File: src/rtl/art_pkg.sv
package art_pkg;

	// Field widths fixed by the transaction format
	localparam int unsigned OFFSET_W = 16;
	localparam int unsigned REGION_W = 17;
	localparam int unsigned CLASS_W  = 3;
	localparam int unsigned TID_W    = 32;
	localparam int unsigned BYTES_W  = 5;
	localparam int unsigned GEN_W    = 5;
	localparam int unsigned OUT_W    = 3;

	// Base word index (byte_offset / 4) and the word index after adding a segment step
	localparam int unsigned BASE_W = OFFSET_W - 2;
	localparam int unsigned WORD_W = BASE_W + 1;

	// Segment counts up to eight
	localparam int unsigned SEG_W = 4;

	// Command queue between front and back
	localparam int unsigned QUEUE_DEPTH = 4;

	localparam logic KIND_ACCESS = 1'b0;
	localparam logic KIND_KERNEL = 1'b1;

	localparam logic [CLASS_W-1:0] CLS_LOAD         = 3'd0;
	localparam logic [CLASS_W-1:0] CLS_STORE        = 3'd1;
	localparam logic [CLASS_W-1:0] CLS_ATOMIC_RMW   = 3'd2;
	localparam logic [CLASS_W-1:0] CLS_PREFETCH     = 3'd3;
	localparam logic [CLASS_W-1:0] CLS_ATOMIC_STORE = 3'd4;
	localparam logic [CLASS_W-1:0] CLS_OTHER        = 3'd5;

	localparam logic [OUT_W-1:0] OC_NO_HISTORY     = 3'd0;
	localparam logic [OUT_W-1:0] OC_OTHER_THREAD   = 3'd1;
	localparam logic [OUT_W-1:0] OC_NOT_REDUNDANT  = 3'd2;
	localparam logic [OUT_W-1:0] OC_DEAD_STORE     = 3'd3;
	localparam logic [OUT_W-1:0] OC_DEAD_LOAD      = 3'd4;
	localparam logic [OUT_W-1:0] OC_OTHER_EQUAL    = 3'd5;
	localparam logic [OUT_W-1:0] OC_LOAD_AFTER_ST  = 3'd6;

	localparam logic [REGION_W-1:0] REGION_RESET = 17'h10000;

	typedef struct packed {
		logic               is_kernel;
		logic [BASE_W-1:0]  word;
		logic [CLASS_W-1:0] cls;
		logic [TID_W-1:0]   tid;
		logic [SEG_W-1:0]   nseg;
	} cmd_t;

	// Shadow table record
	typedef struct packed {
		logic               valid;
		logic [GEN_W-1:0]   gen;
		logic [CLASS_W-1:0] cls;
		logic [TID_W-1:0]   tid;
	} rec_t;

endpackage

File: src/rtl/art_cmd_queue.sv
module art_cmd_queue (
	input  logic          clk,
	input  logic          arst_n,
	input  logic          push,
	input  art_pkg::cmd_t push_cmd,
	output logic          full,
	output logic          valid,
	output art_pkg::cmd_t head,
	input  logic          pop
);
	import art_pkg::*;

	localparam int unsigned PTR_W = $clog2(QUEUE_DEPTH);

	cmd_t             slot_q [QUEUE_DEPTH];
	logic [PTR_W-1:0] wr_ptr_q;
	logic [PTR_W-1:0] rd_ptr_q;
	logic [PTR_W:0]   count_q;
	logic             do_push;
	logic             do_pop;

	assign full    = count_q == (PTR_W+1)'(QUEUE_DEPTH);
	assign valid   = count_q != '0;
	assign head    = slot_q[rd_ptr_q];
	assign do_push = push && !full;
	assign do_pop  = pop && valid;

	always_ff @(posedge clk or negedge arst_n) begin
		if (!arst_n) begin
			wr_ptr_q <= '0;
			rd_ptr_q <= '0;
			count_q  <= '0;
		end else begin
			if (do_push) begin
				wr_ptr_q <= wr_ptr_q + PTR_W'(1);
			end
			if (do_pop) begin
				rd_ptr_q <= rd_ptr_q + PTR_W'(1);
			end
			if (do_push && !do_pop) begin
				count_q <= count_q + (PTR_W+1)'(1);
			end else if (!do_push && do_pop) begin
				count_q <= count_q - (PTR_W+1)'(1);
			end
		end
	end

	always_ff @(posedge clk) begin
		if (do_push) begin
			slot_q[wr_ptr_q] <= push_cmd;
		end
	end

endmodule

File: config.mk
export PLATFORM = sky130hd
export DESIGN_NAME = art_cmd_queue
export DESIGN_NICKNAME = d
export VERILOG_FILES = /design/src/rtl/art_pkg.sv /design/src/rtl/art_cmd_queue.sv
export SDC_FILE = /design/constraint.sdc
export NUM_CORES = 1
export LEC_CHECK = 0
export BUFFER_PORTS_ARGS = -buffer_cell sky130_fd_sc_hd__buf_2
export CAP_MARGIN = 20
export CORE_ASPECT_RATIO = 1.4
export CORE_MARGIN = 2
export CORE_UTILIZATION = 55
export CTS_CLUSTER_SIZE = 20
export DETAILED_ROUTE_END_ITERATION = 6
export PLACE_DENSITY = 0.77
export SYNTH_ARGS = -nofsm -noshare
export SYNTH_HDL_FRONTEND = slang
export SYNTH_SLANG_ARGS = --single-unit
File: constraint.sdc
create_clock -name clk -period 2.9 [get_ports clk]
set_input_delay 0.58 -clock clk [delete_from_list [all_inputs] [get_ports clk]]
set_output_delay 0.58 -clock clk [all_outputs]
set_load 0.03 [all_outputs]
# [Word-level counts from Yosys, hierarchy flattened]
# Memories as Yosys holds them, arrays and structs flattened.
# Cells that the tools add are included.
[word_totals] ram_bits=216 inputBits=58 memories=1 elab_cells=22 register_bits=7 output_inout_bits=56
[memory_table] name="slot_q" words=4 width=54 read_ports=1 rd_clocked_by_memory_dff=0 wr=1 line_no="art_cmd_queue.sv:15" source="cmd_t slot_q [QUEUE_DEPTH];"
[op_classes] reduce_logical=9 muxes=4 add_sub_neg=4 eq_ne=1
[ops] op="$mux 3" n=2
[ops] op="$add 2x1->2 const B" n=2
[ops] op="$logic_and 1x1->1" n=4
[ops] op="$add 3x1->3 const B" n=1
[ops] op="$eq 3x3->1 const B" n=1
[ops] op="$logic_not 1->1" n=3
[ops] op="$reduce_bool 3->1" n=1
[ops] op="$sub 3x1->3 const B" n=1
[ops] op="$mux 1" n=2
[ops] op="$reduce_bool 2->1" n=1

# [Logic depth before layout (Yosys ltp)]
[depth] depth_word=7 mapped_depth=9 mapped_depth_nobuf=8

# [Worst setup path before layout]
# OpenSTA, ideal clock, no wires.
[synth_timing] path_kind="register -> register" start="register count_q[2]" end="memory slot_q[0][0] (netlist bit) (enable)" path_buffers=1 stages_incl_launch_ff=5 synth_period_minus_slack_ps=2583 setup_ps=417 setup_slack_ps=317 arrival_ps=2165 required_ps=2483 path_cell_list="dfrtp_1 nor3b_2 nor2b_1 buf_2 and2_1"
[synth_via] elab_chain_cells=5
[synth_rtl] item="start, declared" line_no="art_cmd_queue.sv:18" source="logic [PTR_W:0] count_q;"
[synth_rtl] item="start signal, assigned" line_no="art_cmd_queue.sv:41" source="count_q <= count_q + (PTR_W+1)'(1);"
[synth_rtl] item="start signal, assigned" line_no="art_cmd_queue.sv:43" source="count_q <= count_q - (PTR_W+1)'(1);"
[synth_rtl] item="$eq 3x3->1" line_no="art_cmd_queue.sv:22" source="assign full = count_q == (PTR_W+1)'(QUEUE_DEPTH);"
[synth_rtl] item="via full" line_no="art_cmd_queue.sv:6" source="output logic full,"
[synth_rtl] item="$logic_not 1->1" line_no="art_cmd_queue.sv:25" source="assign do_push = push && !full;"
[synth_rtl] item="$logic_and 1x1->1" line_no="art_cmd_queue.sv:25"
[synth_rtl] item="via do_push" line_no="art_cmd_queue.sv:19" source="logic do_push;"
[synth_rtl] item="$mux 1" line_no="art_cmd_queue.sv:49" source="if (do_push) begin"
[synth_rtl] item="$mux 1 (not written as such)" line_no="art_cmd_queue.sv:50" source="slot_q[wr_ptr_q] <= push_cmd;"
[synth_rtl] item="end, declared" line_no="art_cmd_queue.sv:15"
# The timed path passes the listed nets, and every way through them passes these cells.

==> parameters.txt <==
Parameter                              Value

Route
  First DRT Iteration DRCs    220
  Vias after detailed routing    3653
  Detailed-route vias per instance    5.577
  Detailed-router iteration count before antenna repair    4
  Detailed Route WL    14210 um
  Number of nets with antenna violations after routing    0
  DRC viols    0
  Final routed wire length divided by cell count    21.69 um

Floorplanning
  Core area    14510 um^2
  Number of ports placed on the die boundary    114
  Die area    15930 um^2
  Starting density of the core    0.5657
  Die height    148.5 um
  Die X-Extent    107.2 um
  Num rows    52

Cells and area
  Sequential cell area in the final layout    6666 um^2
  Most frequent cells in the layout    sky130_fd_sc_hd__edfxtp_1, sky130_fd_sc_hd__buf_2, sky130_fd_sc_hd__mux4_2
  Ratio of cells with drive above 1 in the final layout    0.4667
  Final std cell area, no fill    9853 um^2
  Area Overhead vs Synth    20.05%
  Commonest non-fill, non-tap cell in the layout    sky130_fd_sc_hd__edfxtp_1
  Filler instances    892
  Filler-free cell count of the finished design    655
  Multi-input gate area    1441 um^2
  Layout net count    515

Worst setup path
  Max incr delay on CP    0.56 ns
  Maximum net fanout on the critical path    28
  Crit path launch type    register
  Top delay family on crit path    flip-flops
  Worst Setup End Kind    output pin
  Arrival time at the worst endpoint    2.09 ns
  Number of buffers and inverters on the critical path    2
  Cell at the slowest stage of the critical path    sky130_fd_sc_hd__dfrtp_4
  WS Path Type    register to output pin
  Data required time at the worst endpoint    2.32 ns
  WP depth    3
  Depth of the worst register-to-register path    8
  Cell-by-cell trace of the critical path    buf_12, mux4_2, buf_2

Power and ir drop
  Post-route total power    0.01115 W
  Leakage power of the design    3.410 nW
  Areal power density over the cells    1132 nW/um^2
  Max rail drop VDD    0.0008568 V

GRT
  Total overflow reported by the global router    0
  Vias in the first global route    4044
  GRT Resource Usage Total    0.1823
  Largest net degree at the start of global routing    55
  Antenna violations before repair    1
  Wire length of the first global-routing pass    21710 um

STA
  Final critical delay including setup and external delays    2.674 ns
  Worst relative slew slack    0.6564
  Period utilization    0.9220
  Setup repair after global routing missed its margin    no
  Least-Margin Pin Slew    0.5153 ns
  Worst clock skew on the final layout    0.009329 ns
  Min Hold Slack    0.3062 ns
  Setup Viol. Count Final    0
  Final Hold Vio Count    0
  Setup TNS    0 ns
  Maximum frequency from static timing analysis    374.0 MHz
  Count of final max-slew check failures    0

Clock network
  CTS max path bufs    3
  TritonCTS clock tree    yes
  Hold-fix buffer count after cts    1
  Resize count post-CTS    0
  Clock edge transition at the registers on the reported setup and hold paths    0.06 ns
  Total clock buffers created by CTS    20
  Clk Tree Root Cell    sky130_fd_sc_hd__clkbuf_16
  Worst skew pair latency    0.48 ns
  # clock sinks    223
  H-tree depth reported by CTS    1
  Total setup buffers inserted after CTS    0

Hold path
  Path type of the worst min-delay path    input pin to register
  Worst Hold Path Cells    1

Placed design
  Hpwl dp    8695 um
  Cells after DPL    617
  Routability congestion estimate    0.7317
  Placed cell areas    9091 um^2
  Number of input and output port buffers inserted    113

Status
  Outcome    finished clean

Synthesis
  Synthesized cell area    8208 um^2
  Syn Inst Count    317
  Synthesis-stage register bit count    223
  Distinct cell type count of the synthesized netlist    19
  Post-synthesis sequential area ratio    0.8116
  Synth Warn #    0
  Average cell area after synthesis    25.89 um^2
  Post-synth net total    381

Flow run
  Maximum capacitance violations    0
[report_power, final]
group	switching (W)	internal [W]
Clock	0.00108	0.00185
Sequential	0.000267	0.00427
Combinational	0.00225	0.00143
[cell usage after synthesis, drive strengths merged]
library cell | instances | area, um^2
mux4 | 54 | 1216
nor2 | 1 | 3.750
nand2 | 1 | 3.750
dfrtp | 7 | 175.2
nor3b | 1 | 12.51
nor2b | 1 | 6.260
xor2 | 2 | 17.52
edfxtp | 216 | 6486
nand3 | 1 | 5.000
ha | 5 | 62.56
xnor2 | 4 | 35.03
inv | 3 | 11.26
fa | 1 | 20.02
mux2 | 2 | 22.52
buf | 13 | 98.84
or3 | 1 | 6.260
and2 | 4 | 25.02
[per-stage QoR]
stage,util,setup WS [ns]
global placement,0.6266,0.7027
CTS,0.6789,0.1730
detailed placement,0.6266,0.6524
floorplan,-,0.3172
finish,0.6791,0.2261
global route,0.6791,0.1130
[metal layers]
metal  up-vias  GRT usage  share of wire
met2       110     0.3250           0.55
met1      1909     0.2254           0.38
li1       1614          -              -
met4         0    0.06234          0.021
met5         -          0              0
met3        20    0.03155          0.051
[sequential cells by signal, summed over array words and instances (netlist names)]
| signal | count |
|---|---|
| count_q | 3 |
| rd_ptr_q | 2 |
| slot_q | 216 |
| wr_ptr_q | 2 |
[final timing paths]
path / slack, ns / startpoint / end
max in group asynchronous: 2.25 / arst_n / rd_ptr_q[0]
hold / removal: 0.31 / push_cmd[7] / slot_q[1][7]
min in group asynchronous: 0.47 / arst_n / count_q[2]
hold reg to reg: 0.48 / count_q[2] / count_q[2]
setup / recovery: 0.23 / rd_ptr_q[0] / head[23]
setup reg to reg: 0.78 / count_q[2] / count_q[2]
[kinds of logic (layout without fill, tap and decap cells)]
| family | Yosys count | in the layout | share of synthesized area |
|---|---|---|---|
| other cells | 0 | 1 | 0 |
| xor+xnor | 6 | 6 | 0.006402 |
| simple gates | 10 | 10 | 0.007621 |
| fa+ha+maj | 6 | 6 | 0.01006 |
| mux | 56 | 56 | 0.1509 |
| buf+inv | 16 | 164 | 0.01341 |
| flops | 223 | 223 | 0.8116 |
[layout make-up]
cell class | instances | area share
flip-flops and latches | 223 | 0.6766
repair buffers | 125 | 0.07568
clock buffers | 22 | 0.05371
well taps | 189 | 0.02400
diodes | 1 | 0.0002540
inverters | 3 | 0.001143
clock inverters | 14 | 0.02235
multi-input cells | 78 | 0.1463
Note: power is estimated with default switching activity, not from simulation.
