### src/rtl/art_pkg.sv
package art_pkg;

	// Field widths fixed by the transaction format
	localparam int unsigned OFFSET_W = 16;
	localparam int unsigned REGION_W = 17;
	localparam int unsigned CLASS_W  = 3;
	localparam int unsigned TID_W    = 32;
	localparam int unsigned BYTES_W  = 5;
	localparam int unsigned GEN_W    = 5;
	localparam int unsigned OUT_W    = 3;

	// Base word index (byte_offset / 4) and the word index after adding a segment step
	localparam int unsigned BASE_W = OFFSET_W - 2;
	localparam int unsigned WORD_W = BASE_W + 1;

	// Segment counts up to eight
	localparam int unsigned SEG_W = 4;

	// Command queue between front and back
	localparam int unsigned QUEUE_DEPTH = 4;

	localparam logic KIND_ACCESS = 1'b0;
	localparam logic KIND_KERNEL = 1'b1;

	localparam logic [CLASS_W-1:0] CLS_LOAD         = 3'd0;
	localparam logic [CLASS_W-1:0] CLS_STORE        = 3'd1;
	localparam logic [CLASS_W-1:0] CLS_ATOMIC_RMW   = 3'd2;
	localparam logic [CLASS_W-1:0] CLS_PREFETCH     = 3'd3;
	localparam logic [CLASS_W-1:0] CLS_ATOMIC_STORE = 3'd4;
	localparam logic [CLASS_W-1:0] CLS_OTHER        = 3'd5;

	localparam logic [OUT_W-1:0] OC_NO_HISTORY     = 3'd0;
	localparam logic [OUT_W-1:0] OC_OTHER_THREAD   = 3'd1;
	localparam logic [OUT_W-1:0] OC_NOT_REDUNDANT  = 3'd2;
	localparam logic [OUT_W-1:0] OC_DEAD_STORE     = 3'd3;
	localparam logic [OUT_W-1:0] OC_DEAD_LOAD      = 3'd4;
	localparam logic [OUT_W-1:0] OC_OTHER_EQUAL    = 3'd5;
	localparam logic [OUT_W-1:0] OC_LOAD_AFTER_ST  = 3'd6;

	localparam logic [REGION_W-1:0] REGION_RESET = 17'h10000;

	typedef struct packed {
		logic               is_kernel;
		logic [BASE_W-1:0]  word;
		logic [CLASS_W-1:0] cls;
		logic [TID_W-1:0]   tid;
		logic [SEG_W-1:0]   nseg;
	} cmd_t;

	// Shadow table record
	typedef struct packed {
		logic               valid;
		logic [GEN_W-1:0]   gen;
		logic [CLASS_W-1:0] cls;
		logic [TID_W-1:0]   tid;
	} rec_t;

endpackage

### src/rtl/art_front.sv
module art_front #(
	parameter int unsigned MAX_SEGMENTS = 4
) (
	input  logic                          clk,
	input  logic                          arst_n,
	input  logic                          push,
	output logic                          full,
	input  logic                          kind,
	input  logic [art_pkg::OFFSET_W-1:0]  byte_offset,
	input  logic [art_pkg::CLASS_W-1:0]   access_class,
	input  logic [art_pkg::TID_W-1:0]     thread_id,
	input  logic [art_pkg::BYTES_W-1:0]   access_bytes,
	input  logic                          region_we,
	input  logic [art_pkg::REGION_W-1:0]  region_wdata,
	input  logic                          q_full,
	input  logic                          clearing,
	output logic                          q_push,
	output art_pkg::cmd_t                 q_cmd
);
	import art_pkg::*;

	logic [REGION_W-1:0]  region_q;
	logic [BYTES_W:0]     bsum;
	logic [SEG_W-1:0]     segs_raw;
	logic [SEG_W-1:0]     segs;
	logic                 in_region;
	logic [REGION_W-1:0]  rem;
	logic [REGION_W:0]    rsum;
	logic [REGION_W-2:0]  room;
	logic [SEG_W-1:0]     nseg;

	always_ff @(posedge clk or negedge arst_n) begin
		if (!arst_n) begin
			region_q <= REGION_RESET;
		end else if (region_we) begin
			region_q <= region_wdata;
		end
	end

	// segments started by the size, capped
	assign bsum     = (BYTES_W+1)'(access_bytes) + (BYTES_W+1)'(3);
	assign segs_raw = bsum[BYTES_W:2];
	assign segs     = (segs_raw > SEG_W'(MAX_SEGMENTS)) ? SEG_W'(MAX_SEGMENTS) : segs_raw;

	// segments that still start inside the region
	assign in_region = REGION_W'(byte_offset) < region_q;
	assign rem       = region_q - REGION_W'(byte_offset);
	assign rsum      = (REGION_W+1)'(rem) + (REGION_W+1)'(3);
	assign room      = rsum[REGION_W:2];

	always_comb begin
		if (!in_region) begin
			nseg = '0;
		end else if (room < (REGION_W-1)'(segs)) begin
			nseg = room[SEG_W-1:0];
		end else begin
			nseg = segs;
		end
	end

	assign full = q_full || clearing;

	// accesses with no segment are taken and dropped
	assign q_push = push && !full && ((kind == KIND_KERNEL) || (nseg != '0));

	assign q_cmd.is_kernel = kind;
	assign q_cmd.word      = byte_offset[OFFSET_W-1:2];
	assign q_cmd.cls       = access_class;
	assign q_cmd.tid       = thread_id;
	assign q_cmd.nseg      = nseg;

endmodule

### config.mk
export PLATFORM = sky130hd
export DESIGN_NAME = art_front
export DESIGN_NICKNAME = d
export VERILOG_FILES = /design/src/rtl/art_pkg.sv /design/src/rtl/art_front.sv
export SDC_FILE = /design/constraint.sdc
export NUM_CORES = 1
export LEC_CHECK = 0
export BUFFER_PORTS_ARGS = -buffer_cell sky130_fd_sc_hd__clkbuf_2
export CORE_MARGIN = 5
export CORE_UTILIZATION = 40
export DETAILED_ROUTE_END_ITERATION = 12
export GPL_TIMING_DRIVEN = 0
export PLACE_DENSITY = 0.71
export SLEW_MARGIN = 20
export SYNTH_ARGS = -nofsm -noshare
export SYNTH_HDL_FRONTEND = slang
export SYNTH_SLANG_ARGS = --single-unit
### constraint.sdc
create_clock -name clk -period 11.2 [get_ports clk]
set_input_delay 2.24 -clock clk [delete_from_list [all_inputs] [get_ports clk]]
set_output_delay 2.24 -clock clk [all_outputs]
set_load 0.02 [all_outputs]
# --- Word level (Yosys, flattened, before mapping) ---
# Index checks and enable logic that the tools add are counted.
# W data, S select, Z words.
totals:
  regBits: 17
  latchBits: 0
  ram_bits: 0
  rom_bits: 0
  input_bits: 80
  output_inout_bits: 56
  wordCells: 16
  mem_count: 0
classes:
  add_sub_neg: 3
  n_mul: 0
  div_mod_pow: 0
  n_lt_le_gt_ge: 3
  n_eq_ne: 0
  n_shift: 0
  n_mux: 3
  n_bitwise: 0
  n_reduce_logical: 6
ops:
  columns: ["cell", "n"]
  rows:
  - ["$add A17 B2 Y18 const B", 1]
  - ["$lt A16 B17 Y1", 1]
  - ["$sub A17 B16 Y17", 1]
  - ["$lt A16 B4 Y1", 1]
  - ["$mux W4", 3]
  - ["$add A5 B2 Y6 const B", 1]
  - ["$gt A4 B3 Y1 const B", 1]
  - ["$reduce_bool A4 Y1", 1]
  - ["$logic_and A1 B1 Y1", 2]
  - ["$logic_or A1 B1 Y1", 2]
  - ["$logic_not A1 Y1", 1]

# --- Depth between registers and ports, before layout ---
# Gate-level depths: netlist of the first run.
depth:
  depth_word: 9
  ltp_mapped: 18
  mapped_depth_nobuf: 18

# --- Least setup slack after synthesis of the first run ---
# Ideal clock, no wire load.
synth_path:
  path_kind: "input -> output"
  startpoint: "input byte_offset[0] in the netlist's numbering"
  endpoint: "output q_cmd[1] in the netlist's numbering"
  t_arrival_ns: 5.556
  required_ns: 8.960
  setup_slack_ns: 3.404
  cell_stages: 16
  n_path_buf: 0
  cell_sequence: "ha_1 -> fa_1 -> nor2b_1 -> o31a_1 -> a21oi_1 -> and3_1 -> xnor2_1 -> inv_1 -> ha_1 -> a21oi_1 -> o2111a_1 -> nand4_1 -> a2111oi_2 -> and4_4 -> nand4_4 -> a211oi_1"
synth_rtl:
  columns: ["item", "line", "source"]
  rows:
  - ["start: declaration", "art_front.sv:9", "input logic [art_pkg::OFFSET_W-1:0] byte_offset,"]
  - ["end: declaration", "art_front.sv:18", "output art_pkg::cmd_t q_cmd"]

# --- Worst setup path in the final report of the first run ---
layout_path:
  startpoint: "input byte_offset[0] in the netlist's numbering"
  endpoint: "output q_push"
layout_between:
  elab_chain_len: 8
  word_cells_on_any_way: 9
layout_lines:
  columns: ["item", "line", "source"]
  rows:
  - ["$sub A17 B16 Y17", "art_front.sv:47", "assign rem = region_q - REGION_W'(byte_offset);"]
  - ["$add A17 B2 Y18", "art_front.sv:48", "assign rsum = (REGION_W+1)'(rem) + (REGION_W+1)'(3);"]
  - ["$lt A16 B4 Y1", "art_front.sv:54", "end else if (room < (REGION_W-1)'(segs)) begin"]
  - ["$mux W4", "art_front.sv:54", null]
  - ["$mux W4 (*)", "art_front.sv:52", "if (!in_region) begin"]
  - ["$reduce_bool A4 Y1 (*)", "art_front.sv:64", "assign q_push = push && !full && ((kind == KIND_KERNEL) || (nseg != '0));"]
  - ["$logic_or A1 B1 Y1 (*)", "art_front.sv:64", null]
  - ["$logic_and A1 B1 Y1 (*)", "art_front.sv:64", null]
  - ["end: declaration", "art_front.sv:17", "output logic q_push,"]
# Mark *: on every way between the ends. The rest lies on a longest branch, timed or not.

==> results of run 1 <==
[through the flow]
stage | power [mW] | area [µm²]
after floorplan | 0.207 | 2280
after global placement | 0.247 | 2860
after detailed placement | 0.249 | 2860
after CTS | 0.298 | 2910
after global routing | 0.321 | 2910
final | 0.294 | 2910
[cell families after synthesis]
logic type	count (synthesis)	synth area share
flip-flops	17	0.187
AND/OR/NAND/NOR	63	0.158
adder cells (fa/ha/maj)	20	0.113
AO/OA/AOI/OAI	62	0.193
multiplexers	19	0.0923
XOR/XNOR	10	0.0467
buffers and inverters	76	0.208
other	1	0.00165
[synthesized netlist by cell type (2+ instances only)]
cell / number / area (µm²)
buf_4: 50 / 375
xor2_1: 4 / 35.0
mux2i_1: 3 / 30.0
nand3b_1: 2 / 15.0
nor2b_1: 5 / 31.3
o21ai_0: 5 / 25.0
nor3b_1: 3 / 22.5
mux2_2: 15 / 169
o21a_1: 4 / 30.0
nand3_1: 2 / 10.0
nor4_1: 2 / 12.5
nand4_1: 3 / 18.8
nand2b_1: 4 / 25.0
a221oi_1: 3 / 26.3
a211oi_1: 5 / 37.5
clkbuf_1: 3 / 11.3
a21oi_1: 13 / 65.1
o31ai_1: 2 / 15.0
nor2_1: 12 / 45.0
xnor2_1: 5 / 43.8
a21o_1: 6 / 45.0
nor3_1: 7 / 35.0
o21ai_1: 6 / 30.0
and3_1: 3 / 18.8
a31oi_1: 4 / 25.0
dfrtp_1: 16 / 400
ha_1: 19 / 238
inv_1: 22 / 82.6
nand2_1: 12 / 45.0
o211ai_1: 3 / 22.5
[power breakdown]
group | leakage, nW | switching (mW) | internal, mW | total [mW]
Sequential | 0.199 | 0.00347 | 0.0677 | 0.0712
Clock | 0.0228 | 0.0215 | 0.0252 | 0.0467
Combinational | 1.33 | 0.0965 | 0.0794 | 0.176
[cell type report]
type	instances	area [µm²]
Fill cell	548	2600
Multi-Input combinational cell	175	1380
Timing Repair Buffer	99	495
Sequential cell	17	427
Buffer	54	390
Tap cell	72	90.1
Inverter	22	82.6
Clock buffer	4	45.0
[worst max-delay path: cells and delay by family]
family	cells	cell delay (ns)
adders and majority gates	3	0.84
AOI/OAI and AO/OA	7	1.33
and+or+nand+nor	5	0.98
xor gates and xnor gates	1	0.26
buffers and inverters	3	0.31
[worst paths after layout]
| kind | start | slack [ns] | endpoint | cells after the start |
|---|---|---|---|---|
| setup / recovery | byte_offset[0] | 2.99 | q_push | 19 |
| hold / removal | region_q[9] | 0.51 | region_q[9] | 1 |
| setup reg to reg | region_q[16] | 10.40 | region_q[16] | 1 |
| hold reg to reg | region_q[9] | 0.51 | region_q[9] | 1 |
| max in group asynchronous | arst_n | 8.93 | region_q[16] | 1 |
| min in group asynchronous | arst_n | 1.93 | region_q[6] | 1 |
[routing by layer]
metal / vias to the layer above / GRT usage / part of all wire
met2: 81 / 0.249 / 0.48
met5: - / 0 / 0
met3: 2 / 0.0291 / 0.093
li1: 1112 / - / -
met1: 930 / 0.188 / 0.43
met4: 0 / 0.0173 / 0.0038
==> results_dict.tcl, run 1 <==
set metrics [dict create \
    leakage_nw 1.55 \
    irDropWorstVdd_v 0.0000461 \
    clk_pin_slew_worst_paths_ns 0.07 \
    timing.final.max_slew_violations 0 \
    postLayoutSetupSlackWorst_ns 2.99 \
    syn2layout_area_growth_pct 27.7 \
    vias 2125 \
    synth_seq_cells 17 \
    relSlewSlack 0.573 \
    hpwl_mm 4.91 \
    cpPeakStageDelay_ns 0.41 \
    holdWs_ns 0.512 \
    drc 0 \
    clk-insertion-delay-late_ns 0.25 \
    crit_path_max_fanout 7 \
    hold_path.class "reg -> reg" \
    overflow 0 \
    stdcell_count 443 \
    final_common_cell "clkbuf_2" \
    grt_setup_unrepaired "false" \
    powerDensity_mw_per_mm2 101 \
    ioPinCount 136 \
    layout_common_cells "clkbuf_2 (99), buf_4 (50), inv_1 (22)" \
    reg_top3 "region_q (17)" \
    globalplace.congestion 0.884 \
    final_util 0.528 \
    die_h_um 85.5 \
    rows 27 \
    netlist_area_mm2 0.00228 \
    place_ws_ns 3.00 \
    core_mm2 0.00551 \
    syn_area_per_cell_um2 8.50 \
    drtAntennaViolNets 0 \
    yosys_most_used_dff "dfrtp_1" \
    cp_cell_sequence "clkbuf_2 > ha_1 > fa_1 > nor2b_1 > o31a_1 > a21oi_1 > and3_1 > xnor2_1 > inv_1 > ha_1 > a21oi_1 > o2111a_1 > nand4_1 > a2111oi_2 > and4_4 > nand4_4 > a211oi_2 > o211a_1 > clkbuf_2" \
    synth_async_sr_flop_share 1.00 \
    min_period_over_period 0.733 \
    grtUsageTotal 0.144 \
    grt_pass1_wl_mm 8.91 \
    cts_buffers 3 \
    grt_pass1_vias 2002 \
    max_freq_ghz 0.122 \
    hold_violations 0 \
    fin_crit_ns 8.21 \
    drive_gt1_frac 0.472 \
    cts_htree_levels 1 \
    die_area_mm2 0.00730 \
    crit_path_end_kind "primary output" \
    crit_slowest_cell "fa_1" \
    dr.pass1.iters 4 \
    crit_type "in -> out" \
    port_buffers 99 \
    skew_ns 0 \
    diodes 0 \
    synth_cell_types 55 \
    ctsResizeCount 0 \
    viasPerCell 4.80 \
    top_register "region_q" \
    synth_warnings 0 \
    post_cts_buffers 0 \
    drt_wl_total_mm 5.54 \
    clockBufferDepth 2 \
    drt_iter0_markers 78 \
    grt_max_degree 18 \
    largest_reg_flops 17 \
    finalSetupTns_ns 0 \
    initial_utilization 0.414 \
    cts_sinks 17 \
    status "finished, final reports clean" \
    antenna_found_initial 0 \
    dp_cells 439 \
    setup_violations 0 \
    cts_tree "built" \
    syn_nets 368 \
    cp-start-kind "primary input" \
    seq_area_frac_synth 0.187 \
    synth-edff-count 0 \
    critPathArrivalTime_ns 5.97 \
    syn_inst 268 \
    wl_per_cell_um 12.5 \
    cts_hold_buf 0 \
    crit_required_ns 8.96 \
    drv_cap 0 \
    die_x_um 85.5 \
    worstMarginPinSlew_ns 0.635 \
    cts_root_buffer "clkbuf_8" \
    num-nets-final 472 \
]
Note: power is estimated with default switching activity, not from simulation.
==> inputs of run 2 (changes only) <==
PLACE_DENSITY = 0.74   (was 0.71)
clock period = 7.4 ns   (was 11.2 ns; I/O delays follow)
==> run 2 against run 1 <==
- cell count is the same
- worst hold slack worse by 0.0015 ns
- clock power increased by 58%
- first-iteration DRC count increased by 17%
- setup slack got worse by 2.3 ns
- sequential share of layout area is the same
- core utilization did not move
- clock-buffer cell count stayed put
- non-clock buffer count unchanged
- die area unchanged
- register-to-register slack got worse by 3.8 ns
- sequential power up 52%
- critical path type unchanged
==> results_dict.tcl, run 2 (synthesis results as in run 1) <==
set metrics [dict create \
    timing.final.max_slew_violations 0 \
    finalSetupTns_ns 0 \
    wl_per_cell_um 12.9 \
    ctsResizeCount 0 \
    drtAntennaViolNets 0 \
    crit_buf_inv 3 \
    grt_pass1_vias 2063 \
    drive_gt1_frac 0.472 \
    setup_violations 0 \
    final_cell_area_mm2 0.00291 \
    skew_ns 0 \
    rows 27 \
    cts_tree "built" \
    syn2layout_area_growth_pct 27.7 \
    drv_cap 0 \
    cpPeakStageDelay_ns 0.40 \
    viasPerCell 4.93 \
    powerDensity_mw_per_mm2 154 \
    status "finished, final reports clean" \
    cp-start-kind "primary input" \
    hold_violations 0 \
    fin_crit_ns 6.71 \
    switching_share 0.418 \
    antenna_found_initial 0 \
    clockPowerShare 0.164 \
    grtUsageTotal 0.151 \
    relSlewSlack 0.516 \
    cts_htree_levels 1 \
    grt_pass1_wl_mm 9.40 \
    die_area_mm2 0.00730 \
    crit_required_ns 5.92 \
    num-nets-final 472 \
    p_total_mw 0.449 \
    cp_cell_sequence "clkbuf_2 > ha_1 > fa_1 > nor2b_1 > o31a_1 > a21oi_1 > and3_1 > xnor2_1 > inv_1 > ha_1 > a21oi_1 > o2111a_1 > nand4_1 > a2111oi_2 > and4_4 > nand4_4 > a211oi_2 > o211a_1 > clkbuf_2" \
    cts_sinks 17 \
    overflow 0 \
    layout_common_cells "clkbuf_2 (99), buf_4 (50), inv_1 (22)" \
    hold_start "region_q[6]" \
    cts_buffers 3 \
    irDropWorstVdd_v 0.0000759 \
    initial_utilization 0.414 \
    final_common_cell "clkbuf_2" \
    reg_top3 "region_q (17)" \
    drt_wl_total_mm 5.72 \
    clk-insertion-delay-late_ns 0.26 \
    stdcell_count 443 \
    dpl_cell_area_mm2 0.00286 \
    leakage_nw 1.55 \
    whs_path_depth 1 \
    clockBufferDepth 2 \
    min_to "region_q[6]" \
    cts_hold_buf 0 \
    post_cts_buffers 0 \
    crit_slowest_cell "fa_1" \
    worstMarginPinSlew_ns 0.720 \
    cp_top_family "compound AO/OA/AOI/OAI gates" \
    p_comb_frac 0.595 \
    grt_max_degree 18 \
    diodes 0 \
    hold_path.class "reg -> reg" \
    critPathArrivalTime_ns 5.23 \
    crit_path_max_fanout 7 \
    max_freq_ghz 0.149 \
    core_mm2 0.00551 \
    p_sw_mw 0.188 \
    cts_root_buffer "clkbuf_8" \
    crit_type "in -> out" \
    drc 0 \
    r2r-start "region_q[16]" \
    largest_reg_flops 17 \
    r2r_slack_ns 6.60 \
    clk_pin_slew_worst_paths_ns 0.07 \
    grt_setup_unrepaired "false" \
    globalplace.congestion 0.830 \
    r2r_end "region_q[16]" \
    dr.pass1.iters 4 \
    min_period_over_period 0.907 \
    power_frac_seq 0.241 \
    hpwl_mm 4.97 \
    die_h_um 85.5 \
    vias 2185 \
    internal-power_mw 0.261 \
    die_x_um 85.5 \
    top_register "region_q" \
    reg2regPathDepth 1 \
    crit_path_end_kind "primary output" \
    drt_iter0_markers 91 \
    port_buffers 99 \
    holdWs_ns 0.510 \
    dp_cells 439 \
    ioPinCount 136 \
]
## run 2: metal layers
layer  part of all wire  vias up  track usage
met5                  0        -            0
li1                   -     1115            -
met4              0.011        0       0.0388
met1               0.42      978        0.190
met3              0.098        5       0.0301
met2               0.47       87        0.263
## run 2: stage by stage
stage | setup WS [ns] | utilization
after CTS | 0.668 | 0.528
after detailed placement | 0.684 | 0.520
after global routing | 0.390 | 0.528
final | 0.687 | 0.528
after global placement | 0.718 | 0.520
after floorplan | 1.12 | -
## run 2: worst max-delay path by stage
stage                               from       end  slack (ns)  cells after the start
final                     byte_offset[0]    q_push        0.69                     19
after global routing      byte_offset[0]    q_push        0.39                     19
after CTS                 byte_offset[0]    q_push        0.67                     19
after detailed placement  byte_offset[0]    q_push        0.68                     19
after global placement    byte_offset[0]    q_push        0.72                     19
after floorplan           byte_offset[0]  q_cmd[1]        1.12                     16
## run 2: final cells by class
| cell class | count | area (µm²) |
|---|---|---|
| Buffer | 54 | 390 |
| Clock buffer | 4 | 45.0 |
| Fill cell | 542 | 2600 |
| Inverter | 22 | 82.6 |
| Multi-Input combinational cell | 175 | 1380 |
| Sequential cell | 17 | 427 |
| Tap cell | 72 | 90.1 |
| Timing Repair Buffer | 99 | 495 |
## run 2: power groups by stage
stage / clock [mW] / combinational [mW] / sequential (mW)
2_1_floorplan: 0 / 0.205 / 0.108
3_3_place_gp: 0 / 0.264 / 0.109
3_5_place_dp: 0 / 0.267 / 0.110
4_1_cts: 0.0761 / 0.269 / 0.108
5_1_grt: 0.0790 / 0.299 / 0.110
6_report: 0.0737 / 0.267 / 0.108
==> inputs of run 3 (changes only) <==
ABC_AREA = 1   (was unset)
PLACE_DENSITY = 0.69   (was 0.74)
==> run 3 against run 2 <==
- combinational power rose by 33%
- sequential share of layout area fell by 3.0 points
- sequential cell count did not move
- setup slack improved by 0.72 ns
- critical path depth rose by 5
- synthesized area rose by 32%
==> results_dict.tcl, run 3 <==
set metrics [dict create \
    status "finished, final reports clean" \
    hold_violations 0 \
    wl_per_cell_um 10.4 \
    syn_inst 473 \
    drt_wl_total_mm 7.02 \
    synth_top_cell_area_share 0.169 \
    grt_max_degree 18 \
    cts_tree "built" \
    setup_violations 0 \
    syn_nets 573 \
    cts_hold_buf 0 \
    reg_top3 "region_q (17)" \
    drv_cap 0 \
    multi_input_area_mm2 0.00187 \
    hpwl_mm 6.41 \
    drt_iter0_markers 98 \
    crit_type "in -> out" \
    powerDensity_mw_per_mm2 145 \
    synthTopCellsByCount "nand2_1 (135), inv_1 (69), buf_4 (51)" \
    clockBufferDepth 2 \
    cts_root_buffer "clkbuf_8" \
    fin_crit_ns 5.99 \
    critPathArrivalTime_ns 4.51 \
    worstMarginPinSlew_ns 0.579 \
    max_freq_ghz 0.167 \
    min_period_over_period 0.810 \
    synth-edff-count 0 \
    drive_gt1_frac 0.403 \
    layout_common_cells "nand2_1 (135), clkbuf_2 (99), inv_1 (69)" \
    viasPerCell 4.59 \
    finalSetupTns_ns 0 \
    diodes 0 \
    cts_sinks 17 \
    syn2layout_area_growth_pct 22.2 \
    die_h_um 96.6 \
    synth_cell_types 36 \
    yosysMostFrequentCell "nand2_1" \
    top_register "region_q" \
    num-nets-final 677 \
    timing.final.max_slew_violations 0 \
    antenna_found_initial 0 \
    grt_pass1_wl_mm 10.9 \
    leakage_nw 2.18 \
    crit_required_ns 5.92 \
    dpl_cell_area_mm2 0.00362 \
    die_area_mm2 0.00933 \
    cp-start-kind "primary input" \
    synth_warnings 0 \
    syn_area_per_cell_um2 6.34 \
    initial_utilization 0.411 \
    core_mm2 0.00729 \
    synth_seq_cells 17 \
    final_util 0.502 \
    grt.met1_usage 0.177 \
    met2_usage 0.262 \
    cts_buffers 3 \
    irDropWorstVdd_v 0.000121 \
    vias 3099 \
    grtUsageTotal 0.143 \
    final_cell_area_mm2 0.00366 \
    post_cts_buffers 0 \
    relSlewSlack 0.614 \
    rows 31 \
    ctsResizeCount 0 \
    yosys_most_used_dff "dfrtp_1" \
    register_area_um2 427 \
    synth_top_cell_by_area "nand2_1" \
    hold_path.class "reg -> reg" \
    fill_cells 776 \
    synth_async_sr_flop_share 1.00 \
    globalplace.congestion 0.867 \
    netlist_area_mm2 0.00300 \
    grt_pass1_vias 2669 \
    cts_htree_levels 1 \
    largest_reg_flops 17 \
    grt_util_met3 0.00930 \
    clk_pin_slew_worst_paths_ns 0.06 \
    drc 0 \
    overflow 0 \
    ioPinCount 136 \
    seq_area_frac_synth 0.142 \
    port_buffers 99 \
    clk-insertion-delay-late_ns 0.24 \
    drtAntennaViolNets 0 \
    crit_path_max_fanout 5 \
    final_common_cell "nand2_1" \
    grt_busiest_layer "met2" \
    skew_ns 0 \
    dr.pass1.iters 4 \
    die_x_um 96.6 \
    grt_setup_unrepaired "false" \
    synth.area.top_cells "nand2_1 (17%), dfrtp_1 (13%), buf_4 (13%), inv_1 (8.6%), ha_1 (7.9%)" \
    crit_path_end_kind "primary output" \
]
## run 3: cell types whose count changed after synthesis, moves of 6 or more
cell	delta
nor2_4	+6
nor2_2	+6
inv_1	+47
nand3_1	+35
nand2_2	+17
a21o_1	-6
nor2_1	+14
nand2_1	+123
nand3_2	+11
inv_2	+13
## run 3: path summary, 6_finish.rpt
check / from / cells past startpoint / endpoint / slack, ns
min in group asynchronous: arst_n / 1 / region_q[11] / 1.16
min: region_q[6] / 1 / region_q[6] / 0.51
max in group asynchronous: arst_n / 1 / region_q[16] / 5.91
max: byte_offset[0] / 24 / q_push / 1.41
max reg2reg: region_q[16] / 2 / region_q[16] / 6.57
min reg2reg: region_q[6] / 1 / region_q[6] / 0.51
## run 3: critical path: stages
cell,delay [ns]
clkbuf_2,0.08
ha_1,0.21
fa_1,0.39
inv_1,0.13
nand2_2,0.07
nand2_2,0.12
nand3_1,0.08
nand2_1,0.12
nand3_2,0.13
nand2_1,0.08
nand2_1,0.09
inv_1,0.07
ha_1,0.23
a21oi_1,0.15
o21a_1,0.15
nand3_2,0.09
nor2_4,0.14
nand2_4,0.08
o21bai_1,0.15
nand3_1,0.11
nand2_1,0.07
nor2_1,0.04
nor2_1,0.08
clkbuf_2,0.17
## run 3: layout make-up
type,count,share of cell area
plain buffers,53,0.107
clock buffers,4,0.0123
inverters,83,0.0851
multi-input cells,320,0.510
flip-flops and latches,17,0.117
well taps,99,0.0338
repair buffers,99,0.135
## run 3: report_power, final
group / leakage, nW / internal (mW) / switching [mW]
sequential: 0.198 / 0.103 / 0.00527
combinational: 1.95 / 0.134 / 0.222
clock: 0.0228 / 0.0381 / 0.0291
## run 3: per-layer routing
| metal | up-vias | share of wire |
|---|---|---|
| li1 | 1635 | - |
| met1 | 1350 | 0.42 |
| met2 | 110 | 0.48 |
| met3 | 4 | 0.092 |
| met4 | 0 | 0.0070 |
| met5 | - | 0 |
## run 3: kinds of logic (layout without fill, tap and decap cells)
| family | count (synthesis) | count (layout) | synth area share |
|---|---|---|---|
| AND/OR/NAND/NOR | 256 | 256 | 0.418 |
| buffers and inverters | 136 | 239 | 0.234 |
| AO/OA/AOI/OAI | 27 | 27 | 0.0597 |
| adder cells (fa/ha/maj) | 20 | 20 | 0.0860 |
| flip-flops | 17 | 17 | 0.142 |
| multiplexers | 14 | 14 | 0.0526 |
| XOR/XNOR | 2 | 2 | 0.00584 |
| other | 1 | 1 | 0.00125 |
## run 3: metrics by stage
| step | worst slack [ns] | hold WS, ns | power [mW] | instances |
|---|---|---|---|---|
| 2_1_floorplan | 1.70 | 0.483 | 0.388 | 473 |
| 3_3_place_gp | 1.46 | 0.495 | 0.459 | 671 |
| 3_5_place_dp | 1.40 | 0.503 | 0.467 | 671 |
| 4_1_cts | 1.39 | 0.517 | 0.537 | 675 |
| 5_1_grt | 1.04 | 0.529 | 0.584 | 675 |
| 6_report | 1.41 | 0.514 | 0.530 | 675 |
